### config.mk
export PLATFORM = sky130hd
export DESIGN_NAME = srms_step_unit
export DESIGN_NICKNAME = d
export VERILOG_FILES = /design/src/sv/srms_step_unit.sv
export SDC_FILE = /design/constraint.sdc
export NUM_CORES = 1
export LEC_CHECK = 0
export BUFFER_PORTS_ARGS = -buffer_cell sky130_fd_sc_hd__buf_4
export CORE_MARGIN = 5
export CORE_UTILIZATION = 48
export DETAILED_ROUTE_END_ITERATION = 8
export PLACE_DENSITY = 0.81
export SLEW_MARGIN = 15
export SYNTH_ARGS = -nofsm -noshare
export SYNTH_HDL_FRONTEND = slang
export SYNTH_SLANG_ARGS = --single-unit
### constraint.sdc
create_clock -name vclk -period 2.27
set_input_delay 0.1135 -clock vclk [all_inputs]
set_output_delay 0.1135 -clock vclk [all_outputs]
set_load 0.03 [all_outputs]
### src/sv/srms_step_unit.sv
// Shared compare-subtract unit used for every divide and square-root step.
// Depends on nothing.
module srms_step_unit #(
   parameter int W = 23
) (
   input  logic [W-1:0] a,
   input  logic [W-1:0] b,
   output logic [W-1:0] diff,
   output logic         ge
);

   logic borrow;

   always_comb begin
      {borrow, diff} = {1'b0, a} - {1'b0, b};
      ge = ~borrow;
   end

endmodule

==> flow_summary.ini, run 1 <==
[status]
status = completed

[worst_setup_path]
cp_max_fo = 4
end_kind = primary output
cp_cell_sequence = buf_4 -> inv_2 -> ha_4 -> fa_2 -> nand2b_4 -> a21oi_4 -> o311ai_4 -> a21boi_2 -> o211ai_2 -> and4b_1 -> nor3_2 -> buf_4
slowest_delay_ps = 370
path_class = in -> out
cp.arrival_ps = 2040
cp_slowest_cell = fa_2
start_kind = input port
crit_top_cell = buf_4
required_ps = 2160

[final_layout]
syn_to_final_growth_pct = 49.1
final_util_pct = 73.6
fillers = 225
seq_cells = 0
seqCellArea_um2 = 0
clkbuf_count = 0
final_nets = 337
n_antenna_cell = 0
drive_above_1_share_pct = 39.6

[synthesis]
netlist_instances = 194
yosys_warnings = 0
synth_top_area_share_pct = 21.5
syn_nets = 264
synth.avg_cell_area_um2 = 6.90
ys_top_cells_by_count = inv_1 (28), ha_1 (23), a21oi_1 (20), nand2_1 (14)
synth_top_area_cell = ha_1
synth_most_common_cell = inv_1
yosysSeqAreaShare_pct = 0
ys_types = 46
netlist_area_um2 = 1340
synthTopCellsByArea = ha_1 (21%), inv_1 (7.9%), a21oi_1 (7.5%)

[floorplanning]
fp.coreArea_um2 = 2710
rows = 19
io_pins = 70
design.die.area_um2 = 3950
start_util_pct = 49.4
die_w_um = 62.8
fp.dieH_um = 62.8

[routing]
via_count = 1626
drtIter0Drc = 66
wl_um = 3750
route.detailed.drc = 0
dr.pass1.iters = 4
wl_per_cell_um = 12.7
via_per_inst = 5.49
ant_nets = 0

[pwr]
peakVddDrop_v = 0.000307
fin_total_pwr_w = 0.000792
leakage_nw = 1.05
power.density_nw_per_um2 = 397

[hold_path]
min_path_type = in -> out

[sta]
layout_min_cycle_time_ps = 2160
slew_headroom_pct = 74.7
hold_viol_final = 0
drv_slew = 0
fin_crit_sh_pct = 95.0
worst-slew-pin-transition_ps = 380
clock.fmax_mhz = 464
rsz0062_at_grt = no
setup_viol = 0
fin_ws_ps = 113

[job]
cap_violations = 0

[global_routing]
grt_pass1_wl_um = 6100
overflow = 0
grt_pass1_vias = 1498
antenna_found_initial = 0
grt_usage_pct = 17.2
grt_start_max_net_pins = 10

[placed_design]
gp_congestion = 0.862
port_buffers = 70
place_ws_ps = -82.2
dp_hpwl_um = 3040
[routing by layer]
metal  share of wire (%)  GRT usage [%]
met1                  42           21.3
met2                  49           31.5
met3                 8.2           3.60
met4                0.48          0.796
met5                   0              0
[metrics by stage]
stage                     hold slack (ps)  TNS [ps]  cells  cell area (um^2)
after floorplan                       442         0    194              1340
after global placement                590     -94.2    293              1890
after detailed placement              600      -158    293              1890
after CTS                             600         0    293              1910
after global routing                  620         0    296              2000
final                                 593         0    296              2000
[layout make-up]
type	count	area (um^2)	area share [%]
multi-input combinational	162	1280	64.4
tap	31	38.8	1.94
inverter	28	105	5.27
timing repair buffer	75	567	28.4
[worst max-delay path: cells and delay by family]
kind / cells / cell delay (ps)
adders and majority gates: 2 / 520
buffers and inverters: 3 / 300
AOI/OAI and AO/OA: 4 / 570
and+or+nand+nor: 3 / 540
[worst paths after layout]
path / from / end / slack [ps] / cells past startpoint
worst min-delay path: b[0] / diff[0] / 590 / 4
worst max-delay path: a[0] / diff[20] / 110 / 12
[cells by family (layout without fill, tap and decap cells)]
family          count (synthesis)  count (layout)  synth area share [%]
buf+inv                        32             103                  9.91
simple gates                   57              57                  22.7
xor+xnor                       16              16                  10.5
fa+ha+maj                      24              24                  23.0
compound gates                 64              64                  33.2
mux                             1               1                 0.748
[where the power goes]
group / switching [W] / internal (W) / total [W] / leakage (nW)
registers: 0 / 0 / 0 / 0
clock network: 0 / 0 / 0 / 0
logic: 0.000454 / 0.000337 / 0.000792 / 1.05
[placed cells by master (no fill, tap or decap), drive strengths merged, types with 2 or more instances in the layout]
cell type,n
xor2,8
and3,3
o21ai,16
o21bai,2
o311ai,2
o21a,2
nand2,14
a21oi,22
nor2,10
nand3,5
buf,75
nor2b,3
or2,2
ha,23
a21boi,2
nor3,3
nand4,4
a21o,6
inv,28
o221ai,2
xnor2,8
a31oi,4
and2,2
a211oi,3
nand2b,6
[repair_timing]
action                     CTS  global route
pin swaps                    1            14
setup endpoints to repair    3             5
hold buffers                 0             0
setup buffers                0             3
resized for setup            3            13
Note: power is estimated with default switching activity, not from simulation.
==> run 2, diff against run 1 <==
==> constraint.sdc (replaced) <==
create_clock -name vclk -period 2.27
set_input_delay 0.1135 -clock vclk [all_inputs]
set_output_delay 0.1135 -clock vclk [all_outputs]
set_load 0.1 [all_outputs]
==> flow_summary.ini, run 2 (synthesized netlist as in run 1, its figures left out) <==
[floorplanning]
start_util_pct = 49.4
design.die.area_um2 = 3950
rows = 19
fp.dieH_um = 62.8
io_pins = 70
die_w_um = 62.8
fp.coreArea_um2 = 2710

[routing]
via_count = 1817
dr.pass1.iters = 4
ant_nets = 0
wl_um = 5330
route.detailed.drc = 0
via_per_inst = 5.84
wl_per_cell_um = 17.1
drtIter0Drc = 107

[sta]
rsz0062_at_grt = yes
drv_slew = 0
fin_crit_sh_pct = 104
clock.fmax_mhz = 423
final.setup.tns_ps = -179
worst-slew-pin-transition_ps = 436
layout_min_cycle_time_ps = 2360
hold_viol_final = 0
setup_viol = 4
slew_headroom_pct = 70.6
fin_ws_ps = -94.3

[final_layout]
syn_to_final_growth_pct = 83.8
seq_cells = 0
drive_above_1_share_pct = 50.4
final_cell_area_um2 = 2460
final_common_cell = buf_4
final_nets = 352
seqCellArea_um2 = 0
fillers = 132
clkbuf_count = 0
n_antenna_cell = 0
final_cell_mix = buf_4 (79), inv_1 (27), ha_1 (19)

[placed_design]
place_ws_ps = -89.9
gp_congestion = 0.847
placed_area_um2 = 2290
dp_hpwl_um = 3440
port_buffers = 70

[global_routing]
grt_pass1_wl_um = 6980
overflow = 0
grt_usage_pct = 20.1
grt_use_met3_pct = 1.80
grt_busiest_layer = met2
gr-usage-met1_pct = 24.5
grt_start_max_net_pins = 10
antenna_found_initial = 0
met2_usage_pct = 39.1
grt_pass1_vias = 1651

[clock_network]
hold_buffers = 0

[pwr]
p_sw_w = 0.00104
p_clk_share_pct = 0
peakVddDrop_v = 0.000776
power.density_nw_per_um2 = 628
seqPwrFrac_pct = 0
pwr-share-comb_pct = 100.0
swShare_pct = 67.1
leakage_nw = 1.24
p_int_w = 0.000508

[worst_setup_path]
cp.arrival_ps = 2250
cp_max_fo = 5
end_kind = primary output
start_kind = input port
path_class = in -> out
required_ps = 2160

[status]
status = complete, but fails checks
failed_checks = negative setup slack

[job]
cap_violations = 0

[hold_path]
min_path_type = in -> out
worstHoldStart = b[0]
whs_path_depth = 4
whs_endpoint = diff[0]
-- run 2: cell count changes in the layout (fill, tap and decap cells not counted), moves of 2 or more --
cell / previous run / this run
xor2_1: 8 / 0
buf_12: 0 / 7
xnor2_1: 8 / 1
buf_4: 74 / 79
xnor2_4: 0 / 5
xor2_2: 0 / 5
xor2_4: 0 / 3
buf_8: 0 / 2
xnor2_2: 0 / 2
-- run 2: routing by layer --
metal / vias to the layer above / part of all wire, %
met3: 27 / 6.6
met2: 102 / 54
met5: - / 0
li1: 855 / -
met4: 0 / 4.4
met1: 833 / 35
-- run 2: power by group through the flow --
stage	Combinational (W)	Sequential, W	Clock, W
after global placement	0.00138	0	0
after CTS	0.00143	0	0
final	0.00154	0	0
after detailed placement	0.00139	0	0
after floorplan	0.00109	0	0
after global routing	0.00161	0	0
-- run 2: how the worst max path moves through the flow --
stage,startpoint,slack (ps),end
3_5_place_dp,a[0],-90,diff[20]
3_3_place_gp,a[0],-50,diff[20]
4_1_cts,a[0],0.4,diff[16]
6_report,a[15],-90,diff[20]
2_1_floorplan,a[0],-180,diff[20]
5_1_grt,a[15],-200,diff[20]
-- run 2: critical path, stage by stage --
cell,delay [ps]
buf_4,110
ha_1,410
a21oi_1,290
o21ai_0,190
a21o_1,200
a21oi_1,250
o21ai_0,230
nor3_4,250
buf_12,200
-- run 2: timing repair --
item,CTS,global route
cloned,0,0
pin swaps,1,7
gates resized for setup,9,28
buffers inserted,0,1
setup endpoints to repair,5,12
-- run 2: layout make-up --
class	instances	area [um^2]	share of cell area [%]
tap	31	38.8	1.58
timing repair buffer	90	786	31.9
multi-input combinational	162	1520	61.9
inverter	28	113	4.58
-- run 2: metrics by stage --
| stage | total power, W | std cells | utilization (%) | hold slack, ps |
|---|---|---|---|---|
| 3_3_place_gp | 0.00138 | 310 | 84.5 | 678 |
| 4_1_cts | 0.00143 | 310 | 85.8 | 688 |
| 3_5_place_dp | 0.00139 | 310 | 84.5 | 687 |
| 6_report | 0.00154 | 311 | 90.8 | 665 |
| 5_1_grt | 0.00161 | 311 | 90.8 | 685 |
| 2_1_floorplan | 0.00109 | 194 | - | 658 |
